<file path="config.mk">
export PLATFORM = sky130hd
export DESIGN_NAME = smic_alu
export DESIGN_NICKNAME = d
export VERILOG_FILES = /design/src/hdl/smic_pkg.sv /design/src/hdl/smic_alu.sv
export SDC_FILE = /design/constraint.sdc
export NUM_CORES = 1
export LEC_CHECK = 0
export CORE_ASPECT_RATIO = 1.75
export CORE_MARGIN = 2
export CORE_UTILIZATION = 35
export DETAILED_ROUTE_END_ITERATION = 10
export DONT_BUFFER_PORTS = 1
export PLACE_DENSITY = 0.52
export RECOVER_POWER = 50
export SYNTH_ARGS = -nofsm -noshare
export SYNTH_HDL_FRONTEND = slang
export SYNTH_SLANG_ARGS = --single-unit
</file>
<file path="constraint.sdc">
create_clock -name vclk -period 7.7
set_clock_uncertainty 0.1 [all_clocks]
set_input_delay 0 -clock vclk [all_inputs]
set_output_delay 0 -clock vclk [all_outputs]
set_load 0.02 [all_outputs]
</file>
<file path="src/hdl/smic_pkg.sv">
`default_nettype none
// ----------------------------------------------------------------------------
// smic_pkg: shared types and constants of the stack machine integer core
// Action codes, status codes and field widths.
// ----------------------------------------------------------------------------
package smic_pkg;

	localparam int unsigned DataW  = 32;
	localparam int unsigned DepthW = 10;

	typedef enum logic [4:0] {
		ACT_PUSH   = 5'd0,
		ACT_DROP   = 5'd1,
		ACT_DUP    = 5'd2,
		ACT_SWAP   = 5'd3,
		ACT_OVER   = 5'd4,
		ACT_ROT    = 5'd5,
		ACT_ADD    = 5'd6,
		ACT_SUB    = 5'd7,
		ACT_MUL    = 5'd8,
		ACT_DIV    = 5'd9,
		ACT_MOD    = 5'd10,
		ACT_LT     = 5'd11,
		ACT_LE     = 5'd12,
		ACT_GT     = 5'd13,
		ACT_GE     = 5'd14,
		ACT_EQ     = 5'd15,
		ACT_NE     = 5'd16,
		ACT_AND    = 5'd17,
		ACT_OR     = 5'd18,
		ACT_NOT    = 5'd19,
		ACT_ASSERT = 5'd20,
		ACT_NOP    = 5'd21
	} action_t;

	typedef enum logic [1:0] {
		ST_OK     = 2'd0,
		ST_UNDER  = 2'd1,
		ST_OVER   = 2'd2,
		ST_ASSERT = 2'd3
	} status_t;

endpackage

`default_nettype wire

</file>
<file path="src/hdl/smic_alu.sv">
`default_nettype none
// ----------------------------------------------------------------------------
// smic_alu: shared arithmetic, compare and logic unit
// Add, subtract, low word multiply, signed compares and boolean ops.
// ----------------------------------------------------------------------------
module smic_alu (
	input  wire smic_pkg::action_t op,
	input  wire logic [31:0]       lhs,
	input  wire logic [31:0]       rhs,
	output logic      [31:0]       result
);

	logic signed [31:0] ls;
	logic signed [31:0] rs;
	logic [31:0]        prod;

	assign ls   = lhs;
	assign rs   = rhs;
	// only the low word of the product is kept
	assign prod = lhs * rhs;

	always_comb begin
		case (op)
			smic_pkg::ACT_ADD: result = lhs + rhs;
			smic_pkg::ACT_SUB: result = lhs - rhs;
			smic_pkg::ACT_MUL: result = prod;
			smic_pkg::ACT_LT:  result = {31'd0, ls < rs};
			smic_pkg::ACT_LE:  result = {31'd0, ls <= rs};
			smic_pkg::ACT_GT:  result = {31'd0, ls > rs};
			smic_pkg::ACT_GE:  result = {31'd0, ls >= rs};
			smic_pkg::ACT_EQ:  result = {31'd0, lhs == rhs};
			smic_pkg::ACT_NE:  result = {31'd0, lhs != rhs};
			smic_pkg::ACT_AND: result = {31'd0, (lhs != 32'd0) && (rhs != 32'd0)};
			smic_pkg::ACT_OR:  result = {31'd0, (lhs != 32'd0) || (rhs != 32'd0)};
			default:           result = '0;
		endcase
	end

endmodule

`default_nettype wire

</file>
==> Yosys cells after proc, flatten, opt, wreduce, memory -nomap -nowiden <==
Cells that the tools add are included.
{ "op_classes": {"n_addsub": 2, "mul": 1, "n_lt_le_gt_ge": 4, "n_eq_ne": 13, "n_mux": 1, "reduce_logical": 4} }
{ "ops": {"columns": ["operator", "n"], "rows": [
  ["32-bit one-hot mux with 11 select lines", 1],
  ["32-bit nonzero test", 2],
  ["32-bit adder", 1],
  ["32-bit equality test", 1],
  ["32-bit greater-or-equal comparator", 1],
  ["32-bit > comparator", 1],
  ["32-bit less-or-equal comparator", 1],
  ["32-bit less-than comparator", 1],
  ["32-bit by 32-bit multiplier with 32-bit output", 1],
  ["32-bit inequality test", 1],
  ["32-bit subtractor", 1],
  ["5-bit by 4-bit equality test with 1-bit output, second input constant", 6],
  ["5-bit equality test, second input constant", 3],
  ["5-bit by 3-bit equality test with 1-bit output, second input constant", 2],
  ["1-bit logical AND", 1],
  ["1-bit logical OR", 1]
]} }
{ "totals": {"register_bits": 0, "out_inout_bits": 32, "word_cells": 25} }

==> Depth between registers and ports, before layout <==
{ "logic_depth": {"depth_word": 3, "depth_mapped": 28} }

==> Worst setup path after synthesis <==
Ideal clock, no wire load.
{ "synth_timing": {"path_kind": "in2out", "startpoint": "input port lhs[12]", "endpoint": "output port result[29]", "arrival_time_ps": 6502, "path_slack_ps": 1098, "cell_stages": 25, "cell_sequence": "clkbuf_1 -> clkbuf_1 -> and2_1 -> fa_1 -> fa_1 -> fa_1 -> inv_1 -> fa_1 -> inv_1 -> fa_1 -> inv_1 -> fa_1 -> inv_1 -> fa_1 -> fa_1 -> ha_1 -> and3_1 -> a31oi_1 -> nand2_1 -> a21oi_1 -> o21ai_1 -> a21oi_1 -> a21oi_1 -> xnor2_1 -> o22ai_1"} }
{ "synth_via": {"elab_chain_len": 2, "elab_cells_between_ends": 4, "classes_between": "add/sub: 2; mul: 1; mux: 1"} }
{ "synth_lines": {"columns": ["item", "line", "source"], "rows": [
  ["start: declaration", "smic_alu.sv:8", "input wire logic [31:0] lhs,"],
  ["32-bit by 32-bit multiplier with 32-bit output (tied with other cells)", "smic_alu.sv:20", "assign prod = lhs * rhs;"],
  ["32-bit one-hot mux with 11 select lines (*)", "smic_alu.sv:23", "case (op)"],
  ["end: declaration", "smic_alu.sv:10", "output logic [31:0] result"]
]} }
Every way passes the cells marked *; elsewhere a longest branch is shown, timed or not.

==> Worst setup path after layout <==
{ "layout_timing": {"startpoint": "input port lhs[8]", "endpoint": "output port result[28]"} }
Same word-level chain as after synthesis.

==> results.cfg <==
[critical_path]
critPathCaptureType = primary output
crit_arrival_ns = 7.15
cpMostUsedCell = fa_1
cp_max_fo = 26
cpMaxStageDelayCell = a211oi_1
crit_family = adder cells
cpPeakStageDelay_ns = 0.58
cp_num_buf_inv = 4
start_kind = primary input
required_ns = 7.60
cp_cell_sequence = ha_1, inv_1, fa_1, inv_1, fa_1, fa_1, inv_1, fa_1, inv_1, fa_1, ha_1, fa_1, fa_1, ha_1, a211oi_1, nand3_1, a211oi_1, o31ai_1, nand3_1, nand2_1, a31oi_1, xor2_1, o22ai_1
path_class = primary input to primary output

[final_layout]
regArea_um2 = 0
drive_above_1_share_pct = 0.8660
design.seq.count = 0
final_nets = 2861
syn2layout_area_growth_pct = 2.195
nClkBuffers = 0
antenna_cells = 0
fin_cells = 2890
final_core_util_pct = 36.07

[clock_network]
postCtsHoldBufs = 0
cts_setup_buffers = 0
cts_resized = 0

[global_routing]
antenna_found_initial = 1
overflow = 0
grt_pass1_wl_um = 108100
grt_max_degree = 60
grtUsageTotal_pct = 25.24
grt_pass1_vias = 18120

[logic_synthesis]
synth_warnings = 0
synth_area_um2 = 19430
postSynthCellCount = 2313
ys_seq_area_share_pct = 0
syn_nets = 2978
synth.avg_cell_area_um2 = 8.401
ys_types = 71

[placement]
place_congestion = 0.9605
dp_hpwl_um = 56070
dp.cells = 2890
port_buffers = 0

[timing]
fin_tns_setup_ns = 0
hold_viol = 0
worst_slew_pin_slew_ns = 1.113
max_clock_freq_mhz = 137.9
finalSetupViolCount = 0
min_period_over_period_pct = 94.20
max_slew_margin_pct = 25.56
period_minus_slack_ns = 7.253
rsz0062_at_grt = false
slew_violations = 0
worst_hold_slack_ns = 0.2779

[routing]
vias = 16000
drc_errors = 0
ant_nets = 0
viasPerCell = 5.537
firstDrtPassIters = 5
post_drt_wl_per_cell_um = 24.58
drt-initial-drc-count = 932
wirelength_um = 71030

[floorplan]
dieArea_um2 = 57500
die_w_um = 182.1
coreArea_um2 = 55060
die_y_um = 315.7
num_io_pins = 101
start_util_pct = 35.29
rows = 114

[run_status]
status = finished clean

[worst_hold_path]
hold_class = primary input to primary output

[run]
cap_violations = 0
==> cells by family (layout without fill, tap and decap cells) <==
logic type | count (synthesis) | after routing | share of synthesized area (%)
buffers and inverters | 563 | 444 | 10.94
AND/OR/NAND/NOR | 746 | 746 | 19.43
multiplexers | 3 | 3 | 0.1545
XOR/XNOR | 116 | 116 | 5.228
adder cells (fa/ha/maj) | 596 | 596 | 54.21
AO/OA/AOI/OAI | 289 | 289 | 10.03
==> per-layer routing <==
layer  track usage [%]  vias to the layer above  wire, µm
met5                 0                        -         0
met1             24.64                     8270     22300
met2             49.16                      597     38600
li1                  -                     6887         -
met3             3.248                      248      4018
met4             16.75                        0      6110
==> placed cells by master, fill, tap and decap left out, types with 6 or more instances in the layout <==
cell type	n
inv_1	434
a31oi_1	6
o21ai_1	8
nand2b_1	9
o211ai_1	7
nor3_1	20
o21ai_0	50
nor4_1	22
and2_1	279
a21oi_1	70
o21bai_1	8
xor2_1	30
o21a_1	12
nand2_1	253
fa_1	410
ha_1	186
o31ai_1	11
nand3_1	18
a21o_1	22
nor2b_1	13
a211oi_1	12
nand4_1	8
o22ai_1	28
o211a_1	6
xnor2_1	86
or3_1	8
nor2_1	98
==> layout make-up <==
type	count	area, µm²
multi-input combinational	1750	17310
fill	5771	35200
inverter	439	1648
tap	696	870.8
timing repair buffer	5	33.78
==> cell usage after synthesis (all sizes together) (28+ instances only) <==
library cell,count,area (µm²)
ha,186,2327
nor2,98,367.9
inv,437,1640
o21ai,59,299.0
a21oi,70,350.3
fa,410,8208
xor2,30,262.8
nand2,253,949.7
o22ai,28,175.2
clkbuf,115,431.7
and2,279,1745
xnor2,86,753.2
==> final timing paths <==
path,start,end,slack [ns],cells past startpoint
setup / recovery,lhs[8],result[28],0.45,23
hold / removal,op[0],result[1],0.28,2
==> metrics by stage <==
step	worst slack, ns	cell area, µm²
2_1_floorplan	1.098	19430
3_3_place_gp	0.4632	19860
3_5_place_dp	0.4933	19860
4_1_cts	0.4625	19860
5_1_grt	0.3262	19860
6_report	0.4467	19860
Power is not shown: default switching activity piles up to over one toggle a cycle in this logic, so the estimate is an artifact.
