File: src/hdl/smic_div.sv
`default_nettype none
// ----------------------------------------------------------------------------
// smic_div: iterative unsigned divider
// Restoring division, one quotient bit per cycle.
// ----------------------------------------------------------------------------
module smic_div (
	input  wire logic        clk,
	input  wire logic        arst_n,
	input  wire logic        start,
	input  wire logic [31:0] dividend,
	input  wire logic [31:0] divisor,
	output logic             done,
	output logic [31:0]      quotient,
	output logic [31:0]      remainder
);

	logic [31:0] rem_q;
	logic [31:0] quo_q;
	logic [31:0] dvs_q;
	logic [4:0]  cnt_q;
	logic        busy_q;
	logic        done_q;
	logic [32:0] shifted;
	logic [32:0] diff;

	// one restoring step
	always_comb begin
		shifted = {rem_q, quo_q[31]};
		diff    = shifted - {1'b0, dvs_q};
	end

	// control
	always_ff @(posedge clk or negedge arst_n) begin
		if (!arst_n) begin
			busy_q <= 1'b0;
			done_q <= 1'b0;
			cnt_q  <= '0;
		end else begin
			done_q <= 1'b0;
			if (start) begin
				busy_q <= 1'b1;
				cnt_q  <= '0;
			end else if (busy_q) begin
				cnt_q <= cnt_q + 5'd1;
				if (cnt_q == 5'd31) begin
					busy_q <= 1'b0;
					done_q <= 1'b1;
				end
			end
		end
	end

	// datapath
	always_ff @(posedge clk) begin
		if (start) begin
			rem_q <= '0;
			quo_q <= dividend;
			dvs_q <= divisor;
		end else if (busy_q) begin
			if (!diff[32]) begin
				rem_q <= diff[31:0];
				quo_q <= {quo_q[30:0], 1'b1};
			end else begin
				rem_q <= shifted[31:0];
				quo_q <= {quo_q[30:0], 1'b0};
			end
		end
	end

	assign done      = done_q;
	assign quotient  = quo_q;
	assign remainder = rem_q;

endmodule

`default_nettype wire

File: config.mk
export PLATFORM = sky130hd
export DESIGN_NAME = smic_div
export DESIGN_NICKNAME = d
export VERILOG_FILES = /design/src/hdl/smic_div.sv
export SDC_FILE = /design/constraint.sdc
export NUM_CORES = 1
export LEC_CHECK = 0
export BUFFER_PORTS_ARGS = -buffer_cell sky130_fd_sc_hd__buf_2
export CORE_MARGIN = 2
export CORE_UTILIZATION = 60
export CTS_BUF_LIST = sky130_fd_sc_hd__clkbuf_4
export CTS_CLUSTER_DIAMETER = 100
export DETAILED_ROUTE_END_ITERATION = 6
export PLACE_DENSITY = 0.87
export SLEW_MARGIN = 5
export SYNTH_ARGS = -nofsm -noshare
export SYNTH_HDL_FRONTEND = slang
export SYNTH_SLANG_ARGS = --single-unit
File: constraint.sdc
create_clock -name clk -period 7.4 [get_ports clk]
set_input_delay 0.37 -clock clk [delete_from_list [all_inputs] [get_ports clk]]
set_output_delay 0.37 -clock clk [all_outputs]
set_load 0.1 [all_outputs]
# Yosys cells after proc, flatten, opt, wreduce, memory -nomap -nowiden

Index checks and enable logic that the tools add are counted.

Register bits after elaboration: 103
Input port bits: 67

Add/subtract/negate cells: 2
Eq/ne operators: 1
Multiplexer cells: 12
Reduce and logical (&&, ||, !) cells: 1

Operators with widths:

| operator                                    | number |
|---|---|
| two-way mux 32 bit                          | 3 |
| subtractor 33 x 32 -> 33 bit                | 1 |
| two-way mux 5 bit                           | 2 |
| two-way mux 1 bit                           | 7 |
| adder 5 x 1 -> 5 bit, second input constant | 1 |
| equality test 5 bit, second input constant  | 1 |
| nonzero test 2 bit                          | 1 |

# Depth between registers and ports, before layout

Gate-level depths: netlist of run 1.

Depth after elaboration: 4
Depth in mapped cells: 13

# Worst setup path after synthesis of run 1

No wires, ideal clock.

Kind: register -> register
Start: register quo_q[31], in the netlist quotient[31]
End: register rem_q[26], in the netlist remainder[26]
Setup time: 0.112 ns
Arrival time: 3.342 ns
Data required time: 7.288 ns
Slack: 3.946 ns
Cell stages (with the launch flop): 13
Buffers on the path: 1
Clock period less this slack: 3.454 ns
Cells stage by stage: edfxtp_1 > inv_1 > ha_1 > fa_1 > nand2b_1 > a21o_1 > a211o_1 > a21oi_2 > o31ai_4 > xnor2_1 > buf_4 > nor2_1 > a2111oi_1

Cells in the longest elaborated chain, start to end: 2

Ends and longest elaborated chain:

| item                         | line | source |
|---|---|---|
| start: declaration           | 18   | `logic [31:0] quo_q;` |
| start signal: assignment     | 57   | `quo_q <= dividend;` |
| start signal: assignment     | 62   | `quo_q <= {quo_q[30:0], 1'b1};` |
| start signal: assignment     | 65   | `quo_q <= {quo_q[30:0], 1'b0};` |
| subtractor 33 x 32 -> 33 bit | 29   | `diff = shifted - {1'b0, dvs_q};` |
| two-way mux 32 bit           | 60   | `if (!diff[32]) begin` |
| end signal: assignment       | 61   | `rem_q <= diff[31:0];` |
| end signal: assignment       | 64   | `rem_q <= shifted[31:0];` |
| end: declaration             | 17   | `logic [31:0] rem_q;` |

No other way between the ends.
A chain may end at the register's enable or synchronous reset.

# Worst setup path after layout of run 1

Start: register quo_q[31], in the netlist quotient[31]
End: register rem_q[28], in the netlist remainder[28]

The elaborated chain is that of the path after synthesis.

==> run metrics, run 1 <==
Worst Max-Slew Pin Slew approximately 810 ps; routability cong. 0.904; internal power 1.24 mW; clk buf depth 2; Layout Cells excl Fill 863; drt total wl 14.2 mm; dpl ws slightly below 4000 ps; Core Util, Final around 70%; Area after DPL 6710 sq um; syn_nets 699; flop and latch count out of synthesis slightly above 100; Reg power frac 29.8%; YS warnings 0; commonest non-fill, non-tap cell in the layout buf_2; n_diodes 0; Clock power frac ~9.8%; vias in the first global route around 5000; Max VDD drop slightly above 0.0002 V; crit path kind register to register; maximum clock frequency 279 MHz; outcome completed; Sink Count 103; Initial DRC Count 241; Pins Over Slew Limit 0; Most used DFF post-synth edfxtp_1; PortBufs 131; Worst Path Required 7800 ps; Slew HR 45.7%; Final Net Count ~830; most area-consuming cells after synthesis edfxtp_1 (32%), dfxtp_1 (11%), ha_1 (7.1%), mux2_2 (5.9%), nand2_1 (4.0%); Ports ~130; Gate power share 60.5%; Crit path arrival time 3990 ps; Vias 5123; setup TNS 0 ps; Max-Cap Viols 0; slowest stage cell, crit path xnor2_2; post-synth top area cell edfxtp_1; GRT overflow 0; sequential fraction of the synthesis area 45.9%; TritonCTS clock tree built; dpl cells between 800 and 900; initial antenna violation count 0; CTS buffer count 9; Final Cell Area 6920 sq um; drt drc 0; Initial Util 61.3%; clk root buf clkbuf_4; H-tree depth reported by CTS 3; Antenna Nets Post-Route 0; Die Span Y 104 microns; Worst Slack Setup Final 3810 ps; die width 104 microns; unrepaired setup endpoints after global routing no; clk_skew a little under 30 ps; fin crit share 48.5%; worst hold slack about 37 ps; Worst Path Buf+Inv 2; delay-heaviest family, CP compound AO/OA/AOI/OAI gates; Worst-path clk slew 160 ps; Global Route Usage Sum 27.7%; switching share of power 55.1%; share of synthesized registers carrying an async set or reset 6.80%; crit path max fanout 18; via-per-instance ratio 5.94; Net Switching 1.52 mW; Synth cell types 63; pwr dens 398 nW/um^2; global-route wire length before repair approximately 24 mm; Post-synth EDFFs 64; Pre-Repair DR Iteration Count 5; Min-Delay Path Class primary input to register; area grow syn2layout 16.0%; fin crit period 3590 ps; static leakage 3.12 nW; largest net degree at the start of global routing 74; most frequent cells in the layout buf_2 (130), edfxtp_1 (64), nand2_1 (63); final setup violating endpoints 0; Worst setup SP type register; post-synth top area share roughly 32%; DP Wirelength 10.4 mm; share of layout cells above drive strength 1 26.6%; row count 36; clk_lat worst skew 500 ps; Setup crit end kind register; core box area 9730 sq um; CP peak stage delay 650 ps; Synth Instances 597; Netlist Area Pre-Place between 5000 and 6000 sq um; die footprint about 11000 sq um; Post-CTS Setup Bufs 0; overall power 2.75 mW; final hold violation count 0; post-DR wirelength/cell approximately 16 microns; CP Cell Sequence inv_1 -> ha_1 -> fa_1 -> nand2b_1 -> a21o_1 -> a211o_1 -> a21oi_2 -> o31ai_4 -> xnor2_2 -> buf_4 -> nand2_1 -> a311oi_1; Mean Syn Cell Area 9.98 sq um
-- cell usage after synthesis (2+ instances only) --
cell,number
edfxtp_1,64
nand2_1,63
nor2_1,47
inv_1,45
ha_1,34
dfxtp_1,32
mux2_2,31
a21oi_1,30
o21ai_0,27
a311oi_1,24
clkbuf_1,19
nand3_1,16
a21o_1,12
nand2b_1,12
xor2_1,11
xnor2_1,10
and3_1,7
dfrtp_1,7
nand4_1,7
or3_1,7
a211oi_1,6
buf_2,6
a31oi_1,5
nor3_1,5
o211ai_1,5
and2_1,4
o22ai_1,4
a211o_1,3
and4_1,3
mux2i_1,3
o21bai_1,3
o31ai_1,3
or2_2,3
a2111o_1,2
a21oi_2,2
a221oi_1,2
buf_4,2
nor2b_1,2
nor3b_1,2
o211a_1,2
o21a_1,2
o311ai_0,2
-- final timing paths --
kind	startpoint	cells after the start	slack, ps	to
min in group asynchronous	arst_n	2	210	done$_DFF_PN0_
worst max-delay path	quotient[31]$_DFFE_PP_	12	3810	remainder[28]$_SDFFE_PP0P_
max in group asynchronous	arst_n	2	7020	busy_q$_DFF_PN0_
worst min-delay path	divisor[7]	1	40	dvs_q[7]$_DFFE_PP_
worst min register to register	remainder[3]$_SDFFE_PP0P_	2	530	remainder[4]$_SDFFE_PP0P_
worst max register to register	quotient[31]$_DFFE_PP_	12	3810	remainder[28]$_SDFFE_PP0P_
-- final cells by class --
cell class | count | area [sq um]
Timing Repair Buffer | 144 | 778
Tap cell | 133 | 166
Fill cell | 746 | 2810
Clock inverter | 6 | 42.5
Multi-Input combinational cell | 422 | 2950
Sequential cell | 103 | 2740
Inverter | 45 | 169
Clock buffer | 10 | 75.1
-- logic make-up (layout without fill, tap and decap cells) --
group                      count (synthesis)  in the layout  share of synthesized area, %
and+or+nand+nor                          183            183                          14.5
xor gates and xnor gates                  22             22                          3.36
AOI/OAI and AO/OA                        148            148                          17.6
buffers and inverters                     72            205                          4.79
adders and majority gates                 35             35                          7.47
DFF                                      103            103                          45.9
muxes                                     34             34                          6.36
-- registers in the layout, indices dropped and copies added (netlist names) --
register,flops
dvs_q,32
quotient,32
remainder,32
cnt_q,5
busy_q,1
done,1
-- what timing repair did --
action                    CTS  global route
hold buffers                1             8
hold endpoints to repair    7             8
resized for setup           0             0
-- worst register-to-register path, cell delays in order (launching register included) --
cell,delay (ps)
edfxtp_1,400
inv_1,60
ha_1,220
fa_1,390
nand2b_1,210
a21o_1,200
a211o_1,310
a21oi_2,200
o31ai_4,120
xnor2_2,650
buf_4,370
nand2_1,80
a311oi_1,280
-- power by group through the flow --
stage          sequential (mW)  clock [mW]  combinational, mW
2_1_floorplan             1.46           0              0.717
3_3_place_gp             0.826           0               1.61
3_5_place_dp             0.830           0               1.65
4_1_cts                  0.818       0.276               1.65
5_1_grt                  0.835       0.299               1.78
6_report                 0.819       0.269               1.66
-- metal layers --
| metal | up-vias | share of wire [%] | GRT usage, % |
|---|---|---|---|
| met5 | - | 0 | 0 |
| met4 | 0 | 1.4 | 7.82 |
| met3 | 19 | 7.6 | 9.00 |
| met2 | 208 | 50 | 47.8 |
| met1 | 2437 | 41 | 33.3 |
| li1 | 2459 | - | - |
(Power assumes the default switching activity.)
==> run 2, diff against run 1 <==
- CORE_UTILIZATION: 60 -> 57
- PLACE_DENSITY: 0.87 -> 0.83
- clock period: 7.4 -> 3.51 ns (I/O delays scaled with it)
==> run 2 against run 1 <==
Against the previous run: register-to-register slack lost 3500 ps; setup slack worse by 3500 ps; sequential cell count is the same; routed wire length is 14% higher; worst hold slack better by 98 ps; global-route usage rose by 1.8 points; largest cell class unchanged.
==> run metrics, run 2 (synthesized netlist as in run 1, its figures left out) <==
outcome completed; clk_skew 34.8 ps; Worst Slack Setup Final between 300 and 400 ps; Min-Delay Path Class primary input to register; share of layout cells above drive strength 1 25.0%; die width 106 microns; clk root buf clkbuf_4; PortBufs 131; die footprint around 11000 sq um; vias in the first global route 5424; M2 GR Usage 51.2%; drt drc 0; crit path kind register to register; crit path max fanout 19; Sink Count 103; static leakage roughly 3.4 nW; Worst-path clk slew 180 ps; Post-CTS Setup Bufs 0; initial antenna violation count 1; DP Wirelength 10.7 mm; final setup violating endpoints 0; Layout Cells excl Fill just over 900; Worst setup SP type register; worst hold slack 135 ps; Global Route Usage Sum between 20% and 30%; Pre-Repair DR Iteration Count 5; Slew HR between 50 and 60%; H-tree depth reported by CTS 3; Vias 5429; CTS buffer count 9; setup TNS 0 ps; fin crit share 89.8%; dpl cells 845; Initial Util 58.3%; post-DR wirelength/cell between 15 and 20 microns; core box area 10200 sq um; fin crit period 3150 ps; Setup crit end kind register; TritonCTS clock tree built; global route hottest layer met2; Core Util, Final around three quarters; fillers 736; Max VDD drop around 0.00055 V; met3 global-route usage 8.34%; pwr dens roughly 790 nW/um^2; most frequent cells in the layout buf_2 (130), dlygate4sd3_1 (66), edfxtp_1 (64); global-route wire length before repair 26.1 mm; Die Span Y 106 microns; Initial DRC Count between 200 and 250; Ports 132; Max-Cap Viols 0; Crit path arrival time roughly 3600 ps; final hold violation count 0; Worst Path Required 3930 ps; dpl ws 471 ps; area grow syn2layout 26.2%; Pins Over Slew Limit 0; commonest non-fill, non-tap cell in the layout buf_2; clk_lat worst skew approximately 520 ps; Final Net Count ~900; Antenna Nets Post-Route 0; GRT overflow 0; clk buf depth 2; routability cong. 0.925; maximum clock frequency 317 MHz; drt total wl approximately 16 mm; unrepaired setup endpoints after global routing no; via-per-instance ratio 5.85; largest net degree at the start of global routing 69; row count 37; met1 Usage GRT around 34%; Worst Max-Slew Pin Slew around 750 ps
run 2: worst paths after layout:
check                                           start                          to  slack (ps)  cells after the start
max in group asynchronous                      arst_n            busy_q$_DFF_PN0_        2650                      3
hold / removal                                  start          dvs_q[3]$_DFFE_PP_         140                      1
setup / recovery               quotient[31]$_DFFE_PP_  remainder[27]$_SDFFE_PP0P_         360                     12
min in group asynchronous                      arst_n        cnt_q[1]$_DFFE_PN0P_         580                      3
setup reg to reg               quotient[31]$_DFFE_PP_  remainder[27]$_SDFFE_PP0P_         360                     12
hold reg to reg            remainder[22]$_SDFFE_PP0P_  remainder[23]$_SDFFE_PP0P_         520                      2
run 2: cell type report:
class,count,area [sq um],area share (%)
diodes,1,2.50,0.0333
clock buffers,10,75.1,0.998
clock inverters,6,43.8,0.582
inverters,45,169,2.25
multi-input cells,422,2950,39.1
flip-flops and latches,103,2740,36.4
well taps,136,170,2.26
repair buffers,205,1380,18.3
run 2: where the power goes:
part | internal (mW) | switching, mW | total (mW)
Combinational | 0.988 | 2.62 | 3.61
Sequential | 1.52 | 0.208 | 1.73
Clock | 0.158 | 0.420 | 0.577
Total | 2.67 | 3.25 | 5.92
run 2: per-stage QoR:
stage / cell area (sq um) / power [mW]
2_1_floorplan: 5960 / 4.59
3_3_place_gp: 6740 / 5.18
3_5_place_dp: 6740 / 5.25
4_1_cts: 7520 / 5.88
5_1_grt: 7520 / 6.22
6_report: 7520 / 5.92
run 2: routing by layer:
| metal | vias to the layer above | wire length, microns |
|---|---|---|
| met5 | - | 0 |
| met4 | 0 | 521 |
| met1 | 2570 | 6470 |
| met2 | 234 | 8030 |
| li1 | 2580 | - |
| met3 | 45 | 1230 |
run 2: what timing repair did:
action                                 4_1_cts  5_1_grt
endpoints found under the hold margin       71        0
gates resized for setup                      0        0
hold buffers                                66        0
run 2: worst max-delay path, cell delays in order (launching register included):
cell	delay [ps]
edfxtp_1	420
inv_1	60
ha_1	220
fa_1	380
nand2b_1	210
a21o_1	200
a211o_1	310
a21oi_2	210
o31ai_4	130
xnor2_2	170
buf_4	280
o311ai_0	170
a311oi_1	290
